$ cat src/rtl/core/edrp_pkg.sv
package edrp_pkg;

   // Default number of fields in one record.
   localparam int FIELD_COUNT_DEFAULT = 4;

   // Result queue depth; two free entries are needed to take a new byte.
   localparam int RSP_QUEUE_DEPTH = 4;

   // Byte values with a fixed meaning.
   localparam logic [7:0] DELIM_RESET = 8'd59;
   localparam logic [7:0] CHAR_BSLASH = 8'd92;
   localparam logic [7:0] CHAR_NEWLINE = 8'd10;
   localparam logic [7:0] CHAR_NUL = 8'd0;

   // Result kinds.
   localparam logic [2:0] KIND_DATA = 3'd0;
   localparam logic [2:0] KIND_FIELD_END = 3'd1;
   localparam logic [2:0] KIND_REC_END = 3'd2;
   localparam logic [2:0] KIND_REC_TEXT_END = 3'd3;
   localparam logic [2:0] KIND_TEXT_END = 3'd4;
   localparam logic [2:0] KIND_ERROR = 3'd5;

   // Error codes.
   localparam logic [1:0] ERR_NONE = 2'd0;
   localparam logic [1:0] ERR_EMPTY = 2'd1;
   localparam logic [1:0] ERR_FEW = 2'd2;
   localparam logic [1:0] ERR_MANY = 2'd3;

   // One result word.
   typedef struct packed {
      logic [2:0] kind;
      logic [7:0] data_byte;
      logic [2:0] field_index;
      logic [1:0] error_code;
      logic       last;
   } rsp_word_type;

endpackage

$ cat src/rtl/core/escaped_delimited_record_parser_top.sv
// Streaming parser for delimiter-separated records with backslash escapes. Each
// accepted text byte is registered, decoded combinationally against the parser
// state, and its zero, one or two result words are pushed into a four-word
// result queue. A byte is taken every cycle as long as the queue has room for
// two words; a byte that yields two words (a backslash followed by a plain byte
// or a zero) needs the single result port for both words, so the sustained
// rate is one byte per cycle when each byte yields at most one word. Between
// byte accept and its first word on the result port lie the input register
// and the result queue. The delimiter register is written through the csr
// port, which is always ready, and must only be written while idle.
module escaped_delimited_record_parser_top #(
   parameter int FIELD_COUNT = edrp_pkg::FIELD_COUNT_DEFAULT
) (
   input  logic       clock,
   input  logic       reset,
   input  logic       req_valid,
   output logic       req_stall,
   input  logic [7:0] req_byte_in,
   output logic       rsp_valid,
   input  logic       rsp_stall,
   output logic [2:0] rsp_kind,
   output logic [7:0] rsp_data_byte,
   output logic [2:0] rsp_field_index,
   output logic [1:0] rsp_error_code,
   output logic       rsp_last,
   input  logic       csr_valid,
   output logic       csr_ready,
   input  logic [7:0] csr_delimiter
);

   localparam int QD = edrp_pkg::RSP_QUEUE_DEPTH;
   localparam int PW = $clog2(QD);
   localparam int CW = $clog2(QD + 1);
   localparam logic [3:0] LAST_IDX = 4'(FIELD_COUNT - 1);

   // Configuration register.
   logic [7:0] delim_ff;

   // Input register.
   logic       in_valid_ff, in_valid_in;
   logic [7:0] in_byte_ff;

   // Parser state.
   logic       esc_ff, esc_in;
   logic [2:0] field_ff, field_in;
   logic       has_ff, has_in;
   logic       hold_ff, hold_in;

   // Result queue.
   edrp_pkg::rsp_word_type q_mem_ff [QD];
   logic [PW-1:0] wr_ptr_ff, rd_ptr_ff;
   logic [CW-1:0] count_ff;

   logic process;
   logic pop;
   logic [1:0] n_words;
   edrp_pkg::rsp_word_type w0, w1;

   // Plain-byte decode results.
   logic p_valid;
   edrp_pkg::rsp_word_type p_word;
   logic       p_esc, p_has, p_hold;
   logic [2:0] p_field;
   logic       is_delim, last_field;
   logic [7:0] b;

   assign csr_ready = 1'b1;

   // Configuration write.
   always_ff @(posedge clock) begin
      if (reset) begin
         delim_ff <= edrp_pkg::DELIM_RESET;
      end else if (csr_valid) begin
         delim_ff <= csr_delimiter;
      end
   end

   // A registered byte is decoded once the queue can take two words.
   assign process = in_valid_ff && (count_ff <= CW'(QD - 2));
   assign req_stall = in_valid_ff && !process;
   assign in_valid_in = (req_valid && !req_stall) ? 1'b1 : (in_valid_ff && !process);

   always_ff @(posedge clock) begin
      if (reset) begin
         in_valid_ff <= 1'b0;
      end else begin
         in_valid_ff <= in_valid_in;
      end
   end

   always_ff @(posedge clock) begin
      if (req_valid && !req_stall) begin
         in_byte_ff <= req_byte_in;
      end
   end

   assign b = in_byte_ff;
   assign is_delim = (delim_ff != edrp_pkg::CHAR_NUL) && (b == delim_ff);
   assign last_field = {1'b0, field_ff} >= LAST_IDX;

   // Decode of a byte with no escape pending.
   always_comb begin
      p_valid = 1'b1;
      p_word = '0;
      p_word.field_index = field_ff;
      p_esc = 1'b0;
      p_has = has_ff;
      p_field = field_ff;
      p_hold = 1'b0;
      if (is_delim) begin
         if (!has_ff || last_field) begin
            p_word.kind = edrp_pkg::KIND_ERROR;
            p_word.error_code = !has_ff ? edrp_pkg::ERR_EMPTY : edrp_pkg::ERR_MANY;
            p_field = 3'd0;
            p_has = 1'b0;
            p_hold = 1'b1;
         end else begin
            p_word.kind = edrp_pkg::KIND_FIELD_END;
            p_field = field_ff + 3'd1;
            p_has = 1'b0;
         end
      end else if (b == edrp_pkg::CHAR_NUL) begin
         p_field = 3'd0;
         p_has = 1'b0;
         if (field_ff == 3'd0 && !has_ff) begin
            p_word.kind = edrp_pkg::KIND_TEXT_END;
         end else if (!has_ff) begin
            p_word.kind = edrp_pkg::KIND_ERROR;
            p_word.error_code = edrp_pkg::ERR_EMPTY;
         end else if (!last_field) begin
            p_word.kind = edrp_pkg::KIND_ERROR;
            p_word.error_code = edrp_pkg::ERR_FEW;
         end else begin
            p_word.kind = edrp_pkg::KIND_REC_TEXT_END;
         end
      end else if (b == edrp_pkg::CHAR_NEWLINE) begin
         p_field = 3'd0;
         p_has = 1'b0;
         if (!has_ff || !last_field) begin
            p_word.kind = edrp_pkg::KIND_ERROR;
            p_word.error_code = !has_ff ? edrp_pkg::ERR_EMPTY : edrp_pkg::ERR_FEW;
            p_hold = 1'b1;
         end else begin
            p_word.kind = edrp_pkg::KIND_REC_END;
         end
      end else if (b == edrp_pkg::CHAR_BSLASH) begin
         p_valid = 1'b0;
         p_esc = 1'b1;
         p_has = 1'b1;
      end else begin
         p_word.kind = edrp_pkg::KIND_DATA;
         p_word.data_byte = b;
         p_has = 1'b1;
      end
   end

   // Full byte decode: error hold, pending escape, then the plain path.
   always_comb begin
      n_words = 2'd0;
      w0 = '0;
      w1 = '0;
      esc_in = esc_ff;
      field_in = field_ff;
      has_in = has_ff;
      hold_in = hold_ff;
      if (process) begin
         if (hold_ff) begin
            if (b == edrp_pkg::CHAR_NUL) begin
               hold_in = 1'b0;
            end
         end else if (esc_ff) begin
            esc_in = 1'b0;
            w0.kind = edrp_pkg::KIND_DATA;
            w0.field_index = field_ff;
            if (b == edrp_pkg::CHAR_BSLASH || b == edrp_pkg::CHAR_NEWLINE || is_delim) begin
               w0.data_byte = b;
               w0.last = 1'b1;
               n_words = 2'd1;
            end else begin
               w0.data_byte = edrp_pkg::CHAR_BSLASH;
               esc_in = p_esc;
               field_in = p_field;
               has_in = p_has;
               hold_in = p_hold;
               if (p_valid) begin
                  w1 = p_word;
                  w1.last = 1'b1;
                  n_words = 2'd2;
               end else begin
                  w0.last = 1'b1;
                  n_words = 2'd1;
               end
            end
         end else begin
            esc_in = p_esc;
            field_in = p_field;
            has_in = p_has;
            hold_in = p_hold;
            if (p_valid) begin
               w0 = p_word;
               w0.last = 1'b1;
               n_words = 2'd1;
            end
         end
      end
   end

   always_ff @(posedge clock) begin
      if (reset) begin
         esc_ff <= 1'b0;
         field_ff <= 3'd0;
         has_ff <= 1'b0;
         hold_ff <= 1'b0;
      end else begin
         esc_ff <= esc_in;
         field_ff <= field_in;
         has_ff <= has_in;
         hold_ff <= hold_in;
      end
   end

   // Result queue: up to two writes and one read per cycle.
   assign pop = rsp_valid && !rsp_stall;

   always_ff @(posedge clock) begin
      if (n_words != 2'd0) begin
         q_mem_ff[wr_ptr_ff] <= w0;
      end
      if (n_words == 2'd2) begin
         q_mem_ff[wr_ptr_ff + PW'(1)] <= w1;
      end
   end

   always_ff @(posedge clock) begin
      if (reset) begin
         wr_ptr_ff <= '0;
         rd_ptr_ff <= '0;
         count_ff <= '0;
      end else begin
         wr_ptr_ff <= wr_ptr_ff + PW'(n_words);
         rd_ptr_ff <= rd_ptr_ff + PW'(pop);
         count_ff <= count_ff + CW'(n_words) - CW'(pop);
      end
   end

   // Result port driven from the queue head.
   assign rsp_valid = count_ff != '0;
   assign rsp_kind = q_mem_ff[rd_ptr_ff].kind;
   assign rsp_data_byte = q_mem_ff[rd_ptr_ff].data_byte;
   assign rsp_field_index = q_mem_ff[rd_ptr_ff].field_index;
   assign rsp_error_code = q_mem_ff[rd_ptr_ff].error_code;
   assign rsp_last = q_mem_ff[rd_ptr_ff].last;

endmodule

$ cat config.mk
export PLATFORM = sky130hd
export DESIGN_NAME = escaped_delimited_record_parser_top
export DESIGN_NICKNAME = d
export VERILOG_FILES = /design/src/rtl/core/edrp_pkg.sv /design/src/rtl/core/escaped_delimited_record_parser_top.sv
export SDC_FILE = /design/constraint.sdc
export NUM_CORES = 1
export LEC_CHECK = 0
export BUFFER_PORTS_ARGS = -buffer_cell sky130_fd_sc_hd__buf_2
export CAP_MARGIN = 40
export CORE_ASPECT_RATIO = 1.2
export CORE_UTILIZATION = 58
export DETAILED_ROUTE_END_ITERATION = 16
export PLACE_DENSITY = 0.83
export RECOVER_POWER = 100
export SETUP_SLACK_MARGIN = 0.5
export SYNTH_ARGS = -nofsm -noshare
export SYNTH_HDL_FRONTEND = slang
export SYNTH_SLANG_ARGS = --single-unit
$ cat constraint.sdc
create_clock -name clock -period 8.4 [get_ports clock]
set_clock_uncertainty 0.15 [all_clocks]
set_input_delay 1.68 -clock clock [delete_from_list [all_inputs] [get_ports clock]]
set_output_delay 1.68 -clock clock [all_outputs]
set_load 0.005 [all_outputs]
==> summary.md, run 1 <==
| Metric | Value |
|---|---|
| Outcome | finished, violations left |
| Violations in the final reports | DRC, capacitance limit, slew limit |
| Number of distinct library cells after synthesis | 54 |
| Post-synthesis sequential area ratio | 56.9% |
| Maximum fanout encountered on the critical timing path | 15 |
| Overflow after GRT | 0 |
| CP Depth | 7 |
| Number of clock buffers inserted by TritonCTS | 9 |
| Worst hold path depth | 2 |
| Internal power | 863 uW |
| Power spent charging and discharging nets | 363 uW |
| Final-layout setup total negative slack | 0 ns |
| Maximum VDD drop | 139 uV |
| Insertion delay of the later-clocked pin in the worst-skew pair | 0.36 ns |
| Maximum number of pins on one net before global-route repair | 25 |
| Detailed-route wire length on metal 1 | 3840 um |
| TritonCTS clock tree | yes |
| Commonest register cell after synthesis | edfxtp_1 |
| Effective utilization at floorplan | 61.1% |
| Wire length of the first global-routing pass | 15,200 um |
| Post-synthesis cell count | 382 |
| Hold violation count in the final report | 0 |
| Standard cell with the maximum stage delay on the critical path | o41ai_1 |
| Min Clock Period, post-route | 4.91 ns |
| Count of flip-flops with a built-in enable after synthesis | 76 |
| Max_slew headroom | -57.3% |
| Hold-fix buffer count after cts | 0 |
| Share of final-layout standard cells stronger than drive strength 1 | 18.9% |
| Pin slew with the least headroom to its limit | 2.33 ns |
| Die Area | 0.00862 mm^2 |
| Die boundary height | 102 um |
| Number of buffer cells added on primary ports | 39 |
| Total buffers and inverters traversed by the critical path | 1 |
| Pre-CTS setup slack | 4.88 ns |
| Data required time of the critical path | 8.22 ns |
| Setup repair after global routing missed its margin | false |
| Maximum level of the CTS H-tree | 3 |
| Net count after synthesis | 412 |
| Chip Width | 84.9 um |
| Fmax | 204 MHz |
| Number of warning messages in the yosys log | 0 |
| Topmost layer with routed signal wires | met4 |
| Endpoint kind of the worst setup timing path | register |
| Critical-path cell list | nor4_1 > a211oi_1 > nand4_4 > o21ai_0 > o41ai_1 > o22ai_1 > clkbuf_1 |
| Number of nets with antenna violations after detailed routing | 0 |
| Slack of the critical path | 3.49 ns |
| CTS Root Buffer Type | clkbuf_8 |
| Placeable core region | 0.00784 mm^2 |
| Post-cts sizing count | 0 |
| Ports | 41 |
| Classification of the worst setup path | register to register |
| Finished Layout Cells | 515 |
| Antenna violations before repair | 0 |
| Arrival time of data at the critical path endpoint | 4.73 ns |
| Power density over the cells | 237 mW/mm^2 |
| Cell family with most CP delay | compound AO/OA/AOI/OAI gates |
| Number of vias after detailed routing | 3,184 |
| Number of setup buffers added after CTS | 0 |
| DR pass1 iterations | 11 |
| Relative area change from synthesis to final layout | 8.00% |
| Hold crit path type | register to register |
| Period utilization | 58.4% |
| Count of standard-cell rows | 35 |
| Number of failing setup endpoints in the final timing report | 0 |
| Share of total power in combinational logic | 24.7% |
| Post-DP HPWL | 6760 um |
| Leakage power of the design | 1.78 nW |
| Longest Clk Path Bufs | 2 |
| Clock Power Share | 25.8% |
| Detail Route met3 WL | 498 um |
| Number of remaining DRC errors | 4 |
| Clk slew on worst S/H paths | 0.09 ns |
| Violation count after the first detailed-routing iteration | 292 |
| Worst setup SP type | register |
| Detailed Route WL | 9470 um |
| Power share of the sequential group | 49.5% |
| Path depth of the worst reg2reg path | 7 |
| Number of vias per cell after detailed routing | 6.18 |
| Per-instance average area after synthesis | 12.5 um^2 |
| Slew Limit Fails | 16 |
| Number of sinks driven by the clock tree | 98 |
| GRT Total Usage | 23.6% |
| Total number of nets in the final design | 448 |
| Total cell area at the placement stage | 0.00507 mm^2 |
| Post-Synthesis Cell Area | 0.00479 mm^2 |
| Max-cap violation count | 1 |
| Design area | 0.00517 mm^2 |
| Via count of the first global-routing pass | 3,110 |
| Routed wirelength normalized by instance count | 18.4 um |
| Post-synthesis async set-or-reset flop share | 0% |
| Largest stage delay, worst path | 1.86 ns |
| GP Congestion | 0.898 |
| Total instance count after detailed placement | 499 |
| Fillcell total | 578 |
| Switching Share | 29.6% |
| Count of state elements after synthesis | 98 |
| Antenna fix cells | 0 |
| Met2 WL | 4800 um |
-- per-layer routing --
metal | vias to the layer above | track usage [%]
met3 | 25 | 4.07
met5 | - | 0
met1 | 1539 | 28.3
li1 | 1498 | -
met4 | 0 | 12.9
met2 | 122 | 40.7
-- worst register-to-register path, delay by kind of cell, from the launching register on --
family                 cells  cell delay [ns]
buffers and inverters      1             0.56
AOI/OAI and AO/OA          4             2.81
and+or+nand+nor            2             0.65
DFF                        1             0.36
-- cell usage after synthesis, types with 2 or more instances --
cell	number	area, um^2
edfxtp_1	76	2280
nor2_1	58	218
dfxtp_1	22	440
mux4_2	17	383
nand2_1	16	60.1
xnor2_1	16	140
o21ai_0	13	65.1
clkbuf_1	10	37.5
inv_1	10	37.5
nand3_1	10	50.1
nor2b_1	10	62.6
a21oi_1	9	45.0
nor3_1	9	45.0
ha_1	8	100
a31oi_1	6	37.5
and3_1	6	37.5
mux2i_1	6	60.1
nand2b_1	6	37.5
o22a_1	6	52.6
a211o_1	5	43.8
buf_2	5	25.0
buf_6	5	56.3
o22ai_1	5	31.3
o211ai_1	4	30.0
and2_1	3	18.8
a211oi_2	2	25.0
a32oi_1	2	17.5
and4_1	2	17.5
nand3b_1	2	15.0
nand4_1	2	12.5
nor3_2	2	20.0
nor4_2	2	25.0
o21ai_1	2	10.0
o32ai_1	2	17.5
or2_2	2	12.5
or3_1	2	12.5
xor2_1	2	17.5
-- placed cells by master (no fill, tap or decap), types with 2 or more instances in the layout --
master,count
nor3_2,2
o21ai_0,15
clkbuf_1,12
ha_1,8
nand3b_1,2
a21oi_1,9
a211o_1,5
nor3_1,9
o22a_1,6
edfxtp_1,76
clkbuf_8,9
or2_2,2
inv_1,10
mux2i_1,6
nor4_1,2
o22ai_1,5
or3_1,2
a31oi_1,6
and4_1,2
nand4_1,2
clkinv_4,2
nand2b_1,6
a32oi_1,2
and3_1,6
nand2_1,16
buf_4,2
xnor2_1,16
mux4_2,17
dfxtp_1,22
xor2_1,2
inv_8,2
o211ai_1,5
nor2_1,59
nor2b_1,10
buf_2,32
and2_1,2
nand3_1,10
-- area by class of cell --
type / instances / area (um^2) / area share (%)
clock buffers: 9 / 124 / 2.40
flip-flops and latches: 98 / 2720 / 52.6
repair buffers: 47 / 235 / 4.55
clock inverters: 7 / 86.3 / 1.67
multi-input cells: 252 / 1850 / 35.8
inverters: 10 / 37.5 / 0.726
well taps: 92 / 115 / 2.23
-- path summary, 6_finish.rpt --
check | start | to | slack [ns]
worst max register to register | delim_ff[0] | q_mem_ff[0][7] | 3.49
worst min-delay path | field_ff[1] | field_ff[1] | 0.36
worst max-delay path | delim_ff[0] | q_mem_ff[0][7] | 3.49
worst min register to register | field_ff[1] | field_ff[1] | 0.36
-- power groups by stage --
stage                     registers (mW)  clock network [mW]  logic [mW]
after floorplan                    0.598                   0       0.234
after global placement             0.621                   0       0.297
after detailed placement           0.618                   0       0.317
after CTS                          0.607               0.320       0.319
after global routing               0.613               0.336       0.337
final                              0.607               0.316       0.302
-- sequential cells by signal, indices dropped and copies added (netlist names) --
| name | count |
|---|---|
| has_ff | 1 |
| q_mem_ff | 68 |
| wr_ptr_ff | 2 |
| in_valid_ff | 1 |
| b | 8 |
| rd_ptr_ff | 2 |
| esc_ff | 1 |
| hold_ff | 1 |
| count_ff | 3 |
| delim_ff | 8 |
| field_ff | 3 |
-- through the flow --
step	power, mW	util, %	hold slack, ns
6_report	1.23	66.0	0.356
4_1_cts	1.25	67.4	0.363
3_3_place_gp	0.918	64.2	0.333
2_1_floorplan	0.833	-	0.318
3_5_place_dp	0.935	64.7	0.349
5_1_grt	1.29	66.0	0.386
-- kinds of logic (layout without fill, tap and decap cells) --
group	after synthesis	in the layout	synth area share, %
AO/OA/AOI/OAI	61	61	9.20
flip-flops	98	98	56.9
adder cells (fa/ha/maj)	9	9	2.51
buffers and inverters	32	73	3.50
multiplexers	23	23	9.25
AND/OR/NAND/NOR	140	140	15.3
other	1	1	0.0783
XOR/XNOR	18	18	3.29
Power figures use the tool's default switching activity.
==> run 2: changes to the inputs <==
--- a/config.mk
+++ b/config.mk
@@ -8,9 +8,9 @@
 export BUFFER_PORTS_ARGS = -buffer_cell sky130_fd_sc_hd__buf_2
 export CAP_MARGIN = 40
 export CORE_ASPECT_RATIO = 1.2
-export CORE_UTILIZATION = 58
+export CORE_UTILIZATION = 54
 export DETAILED_ROUTE_END_ITERATION = 16
-export PLACE_DENSITY = 0.83
+export PLACE_DENSITY = 0.81
 export RECOVER_POWER = 100
 export SETUP_SLACK_MARGIN = 0.5
 export SYNTH_ARGS = -nofsm -noshare
==> constraint.sdc (replaced) <==
create_clock -name clock -period 4.1 [get_ports clock]
set_clock_uncertainty 0.15 [all_clocks]
set_input_delay 0.82 -clock clock [delete_from_list [all_inputs] [get_ports clock]]
set_output_delay 0.82 -clock clock [all_outputs]
set_load 0.005 [all_outputs]
==> summary.md, run 2 (same netlist as run 1, synthesis figures left out) <==
| Metric | Value |
|---|---|
| Die boundary height | 105 um |
| Commonest cells after routing, fill and taps aside | edfxtp_1, nor2_1, buf_2 |
| Violations in the final reports | capacitance limit, slew limit |
| Relative area change from synthesis to final layout | 9.46% |
| Worst setup SP type | register |
| Maximum level of the CTS H-tree | 3 |
| Start of the worst register-to-register path | b[0] |
| Detailed Route WL | 9410 um |
| Hold wc startpoint | field_ff[0] |
| Antenna violations before repair | 0 |
| Post-cts sizing count | 0 |
| Number of remaining DRC errors | 0 |
| Period utilization | 87.2% |
| Insertion delay of the later-clocked pin in the worst-skew pair | 0.37 ns |
| Maximum VDD drop | 298 uV |
| Longest Clk Path Bufs | 2 |
| Leakage power of the design | 1.81 nW |
| Pin slew with the least headroom to its limit | 1.58 ns |
| Critical-path cell list | clkbuf_1 > mux4_2 > buf_2 |
| Number of setup buffers added after CTS | 0 |
| Hold crit path type | register to register |
| Number of clock buffers inserted by TritonCTS | 9 |
| Total buffers and inverters traversed by the critical path | 2 |
| Number of vias after detailed routing | 3,157 |
| Wire length of the first global-routing pass | 15,100 um |
| Maximum number of pins on one net before global-route repair | 25 |
| Max_slew headroom | -5.04% |
| Chip Width | 88.0 um |
| Number of failing setup endpoints in the final timing report | 0 |
| Final-layout setup total negative slack | 0 ns |
| Slew Limit Fails | 19 |
| Antenna fix cells | 0 |
| Arrival time of data at the critical path endpoint | 2.61 ns |
| Worst hold path depth | 2 |
| Total instance count after detailed placement | 524 |
| Setup repair after global routing missed its margin | false |
| Slack of the worst reg-to-reg path | 0.56 ns |
| Standard cell with the maximum stage delay on the critical path | clkbuf_1 |
| Post-DP HPWL | 6550 um |
| Most common library cell in the layout ignoring fill and taps | edfxtp_1 |
| Power density over the cells | 497 mW/mm^2 |
| Cell family with most CP delay | buffers and inverters |
| Data required time of the critical path | 3.13 ns |
| Total number of nets in the final design | 448 |
| Largest stage delay, worst path | 1.13 ns |
| Number of sinks driven by the clock tree | 98 |
| Hold-fix buffer count after cts | 0 |
| Fillcell total | 719 |
| Number of nets with antenna violations after detailed routing | 0 |
| Number of buffer cells added on primary ports | 39 |
| Hold-critical path endpoint | field_ff[0] |
| Crit Reg-Reg Endpoint | q_mem_ff[0][12] |
| Flip-flop count of the largest register after layout | 68 |
| Min Clock Period, post-route | 3.58 ns |
| Fmax | 280 MHz |
| Via count of the first global-routing pass | 3,101 |
| Outcome | finished, violations left |
| GP Congestion | 0.966 |
| Hold violation count in the final report | 0 |
| Clk slew on worst S/H paths | 0.08 ns |
| Max-cap violation count | 1 |
| CTS Root Buffer Type | clkbuf_8 |
| Ports | 41 |
| Total Power | 2.60 mW |
| Placeable core region | 0.00861 mm^2 |
| Finished Layout Cells | 540 |
| GRT Total Usage | 22.2% |
| DR pass1 iterations | 5 |
| Share of final-layout standard cells stronger than drive strength 1 | 19.6% |
| Violation count after the first detailed-routing iteration | 258 |
| Count of standard-cell rows | 37 |
| Number of vias per cell after detailed routing | 5.85 |
| TritonCTS clock tree | yes |
| Path depth of the worst reg2reg path | 5 |
| Register ranked first by flip-flop count | q_mem_ff |
| Endpoint kind of the worst setup timing path | output port |
| Effective utilization at floorplan | 55.6% |
| Maximum fanout encountered on the critical timing path | 18 |
| Classification of the worst setup path | register to output port |
| Routed wirelength normalized by instance count | 17.4 um |
| Die Area | 0.00925 mm^2 |
| Overflow after GRT | 0 |
[run 2: how the worst max path moves through the flow]
| stage | from | to | depth (start not counted) |
|---|---|---|---|
| global placement | b[0] | count_ff[2] | 13 |
| finish | rd_ptr_ff[0] | rsp_field_index[1] | 3 |
| global route | b[0] | q_mem_ff[0][12] | 5 |
| detailed placement | b[0] | count_ff[2] | 13 |
| CTS | b[0] | count_ff[2] | 13 |
| floorplan | b[0] | q_mem_ff[3][0] | 5 |
[run 2: layout make-up]
class / instances / area, um^2 / share of cell area [%]
Clock buffer: 11 / 131 / 2.51
Clock inverter: 5 / 103 / 1.96
Inverter: 10 / 37.5 / 0.716
Multi-Input combinational cell: 252 / 1860 / 35.5
Sequential cell: 98 / 2720 / 51.9
Tap cell: 117 / 146 / 2.79
Timing Repair Buffer: 47 / 241 / 4.61
[run 2: where the power goes]
part / switching (mW) / internal [mW] / total (mW)
Combinational: 0.339 / 0.309 / 0.648
Sequential: 0.0585 / 1.17 / 1.23
Clock: 0.317 / 0.406 / 0.723
Total: 0.715 / 1.89 / 2.60
[run 2: per-layer routing]
layer | global-route usage [%] | vias up | wire length (um)
met1 | 27.2 | 1517 | 3930
met4 | 14.2 | 0 | 301
met2 | 35.3 | 119 | 4660
li1 | - | 1488 | -
met3 | 4.66 | 33 | 518
met5 | 0 | - | 0
[run 2: tightest hold or removal path: stages, from the launching register on]
cell	delay [ns]
dfxtp_1	0.33
nand2b_1	0.07
mux2i_1	0.06
[run 2: metrics by stage]
step | worst slack, ns | util, % | instance area [um^2] | hold slack, ns
final | 0.524 | 60.9 | 5240 | 0.358
after detailed placement | 0.821 | 59.0 | 5080 | 0.340
after global placement | 0.991 | 58.8 | 5070 | 0.334
after CTS | 0.800 | 61.7 | 5320 | 0.367
after floorplan | 0.758 | - | 4790 | 0.318
after global routing | 0.275 | 60.9 | 5240 | 0.390
==> run 3: changes to the inputs <==
--- a/config.mk
+++ b/config.mk
@@ -8,9 +8,10 @@
 export BUFFER_PORTS_ARGS = -buffer_cell sky130_fd_sc_hd__buf_2
 export CAP_MARGIN = 40
 export CORE_ASPECT_RATIO = 1.2
-export CORE_UTILIZATION = 54
+export CORE_UTILIZATION = 56
+export CTS_BUF_LIST = sky130_fd_sc_hd__clkbuf_4 sky130_fd_sc_hd__clkbuf_8
 export DETAILED_ROUTE_END_ITERATION = 16
-export PLACE_DENSITY = 0.81
+export PLACE_DENSITY = 0.84
 export RECOVER_POWER = 100
 export SETUP_SLACK_MARGIN = 0.5
 export SYNTH_ARGS = -nofsm -noshare
==> summary.md, run 3 (same netlist as run 1, synthesis figures left out) <==
| Metric | Value |
|---|---|
| Most common library cell in the layout ignoring fill and taps | edfxtp_1 |
| Number of sinks driven by the clock tree | 98 |
| Internal power | 1.84 mW |
| Setup repair after global routing missed its margin | false |
| Detailed-route wire length on metal 1 | 3830 um |
| Met2 WL | 4840 um |
| Total instance count after detailed placement | 521 |
| Chip Width | 86.4 um |
| Max-cap violation count | 1 |
| Number of vias per cell after detailed routing | 5.94 |
| Classification of the worst setup path | register to register |
| Power spent charging and discharging nets | 712 uW |
| Endpoint kind of the worst setup timing path | register |
| Overflow after GRT | 0 |
| Critical-path cell list | nor3_1 > nand2_1 > o41ai_2 > o22ai_1 > clkbuf_1 |
| Share of total power in combinational logic | 24.8% |
| Switching Share | 27.9% |
| Power share of the sequential group | 48.3% |
| Commonest cells after routing, fill and taps aside | edfxtp_1, nor2_1, buf_2 |
| Number of setup buffers added after CTS | 0 |
| Power density over the cells | 489 mW/mm^2 |
| Largest stage delay, worst path | 1.18 ns |
| Hold crit path type | register to register |
| Placeable core region | 0.00820 mm^2 |
| Max_slew headroom | -0.130% |
| Maximum number of pins on one net before global-route repair | 25 |
| Post-DP HPWL | 6680 um |
| Number of failing setup endpoints in the final timing report | 0 |
| Flip-flop count of the largest register after layout | 68 |
| Post-cts sizing count | 0 |
| Worst setup SP type | register |
| Maximum fanout encountered on the critical timing path | 17 |
| Number of vias after detailed routing | 3,189 |
| Die Area | 0.00893 mm^2 |
| Maximum VDD drop | 300 uV |
| Register ranked first by flip-flop count | q_mem_ff |
| Min Clock Period, post-route | 3.62 ns |
| Data required time of the critical path | 3.89 ns |
| CTS Root Buffer Type | clkbuf_8 |
| Hold-fix buffer count after cts | 0 |
| TritonCTS clock tree | yes |
| Outcome | finished, violations left |
| Clk slew on worst S/H paths | 0.09 ns |
| Ports | 41 |
| Insertion delay of the later-clocked pin in the worst-skew pair | 0.36 ns |
| Number of remaining DRC errors | 0 |
| Slew Limit Fails | 18 |
| Finished Layout Cells | 537 |
| Fmax | 276 MHz |
| Count of standard-cell rows | 36 |
| Relative area change from synthesis to final layout | 8.96% |
| Detailed Route WL | 9450 um |
| Effective utilization at floorplan | 58.4% |
| Number of nets with antenna violations after detailed routing | 0 |
| DR pass1 iterations | 5 |
| Violations in the final reports | capacitance limit, slew limit |
| Via count of the first global-routing pass | 3,163 |
| Total Power | 2.55 mW |
| Antenna fix cells | 0 |
| Maximum level of the CTS H-tree | 3 |
| Routed wirelength normalized by instance count | 17.6 um |
| Longest Clk Path Bufs | 2 |
| Fillcell total | 645 |
| Detail Route met3 WL | 478 um |
| Number of clock buffers inserted by TritonCTS | 9 |
| Clock Power Share | 26.9% |
| Total number of nets in the final design | 448 |
| Worst hold slack | 0.359 ns |
| Wire length of the first global-routing pass | 15,200 um |
| Number of buffer cells added on primary ports | 39 |
| GRT Total Usage | 23.1% |
| GP Congestion | 0.993 |
| Antenna violations before repair | 0 |
| Arrival time of data at the critical path endpoint | 3.41 ns |
| Standard cell with the maximum stage delay on the critical path | o41ai_2 |
| Share of final-layout standard cells stronger than drive strength 1 | 18.2% |
| Period utilization | 88.2% |
| Hold violation count in the final report | 0 |
| Violation count after the first detailed-routing iteration | 304 |
| Pin slew with the least headroom to its limit | 1.50 ns |
| Topmost layer with routed signal wires | met4 |
| End-of-flow core utilization | 63.6% |
| Die boundary height | 103 um |
| Final-layout setup total negative slack | 0 ns |
| Leakage power of the design | 1.77 nW |
run 3: path summary, 6_finish.rpt:
| kind | start | end | slack [ns] | cells after the start |
|---|---|---|---|---|
| hold reg to reg | field_ff[0] | field_ff[0] | 0.36 | 2 |
| setup reg to reg | b[0] | q_mem_ff[2][8] | 0.48 | 5 |
| hold / removal | field_ff[0] | field_ff[0] | 0.36 | 2 |
| setup / recovery | b[0] | q_mem_ff[2][8] | 0.48 | 5 |
run 3: cell type report:
type	instances	area [um^2]	share of cell area (%)
multi-input combinational	252	1860	35.6
timing repair buffer	47	231	4.44
tap	114	143	2.73
clock buffer	11	145	2.78
clock inverter	5	78.8	1.51
sequential	98	2720	52.2
inverter	10	37.5	0.719
run 3: through the flow:
step	worst slack (ns)	instance area [um^2]
global placement	1.02	5060
finish	0.483	5220
detailed placement	0.818	5080
global route	0.360	5220
floorplan	0.758	4790
CTS	0.809	5300
run 3: routing by layer:
metal,up-vias,track usage [%]
met4,0,15.5
li1,1487,-
met2,124,39.2
met3,28,3.65
met5,-,0
met1,1550,27.4
run 3: critical path, delay by kind of cell (launching register included):
kind / cells / cell delay (ns)
AOI/OAI and AO/OA: 2 / 1.31
buffers and inverters: 1 / 0.52
and+or+nand+nor: 2 / 0.75
DFF: 1 / 0.46
run 3: power by group through the flow:
stage / combinational, mW / sequential, mW / clock, mW
floorplan: 0.480 / 1.23 / 0
global placement: 0.628 / 1.26 / 0
detailed placement: 0.657 / 1.25 / 0
CTS: 0.660 / 1.23 / 0.687
global route: 0.701 / 1.24 / 0.723
finish: 0.633 / 1.23 / 0.685
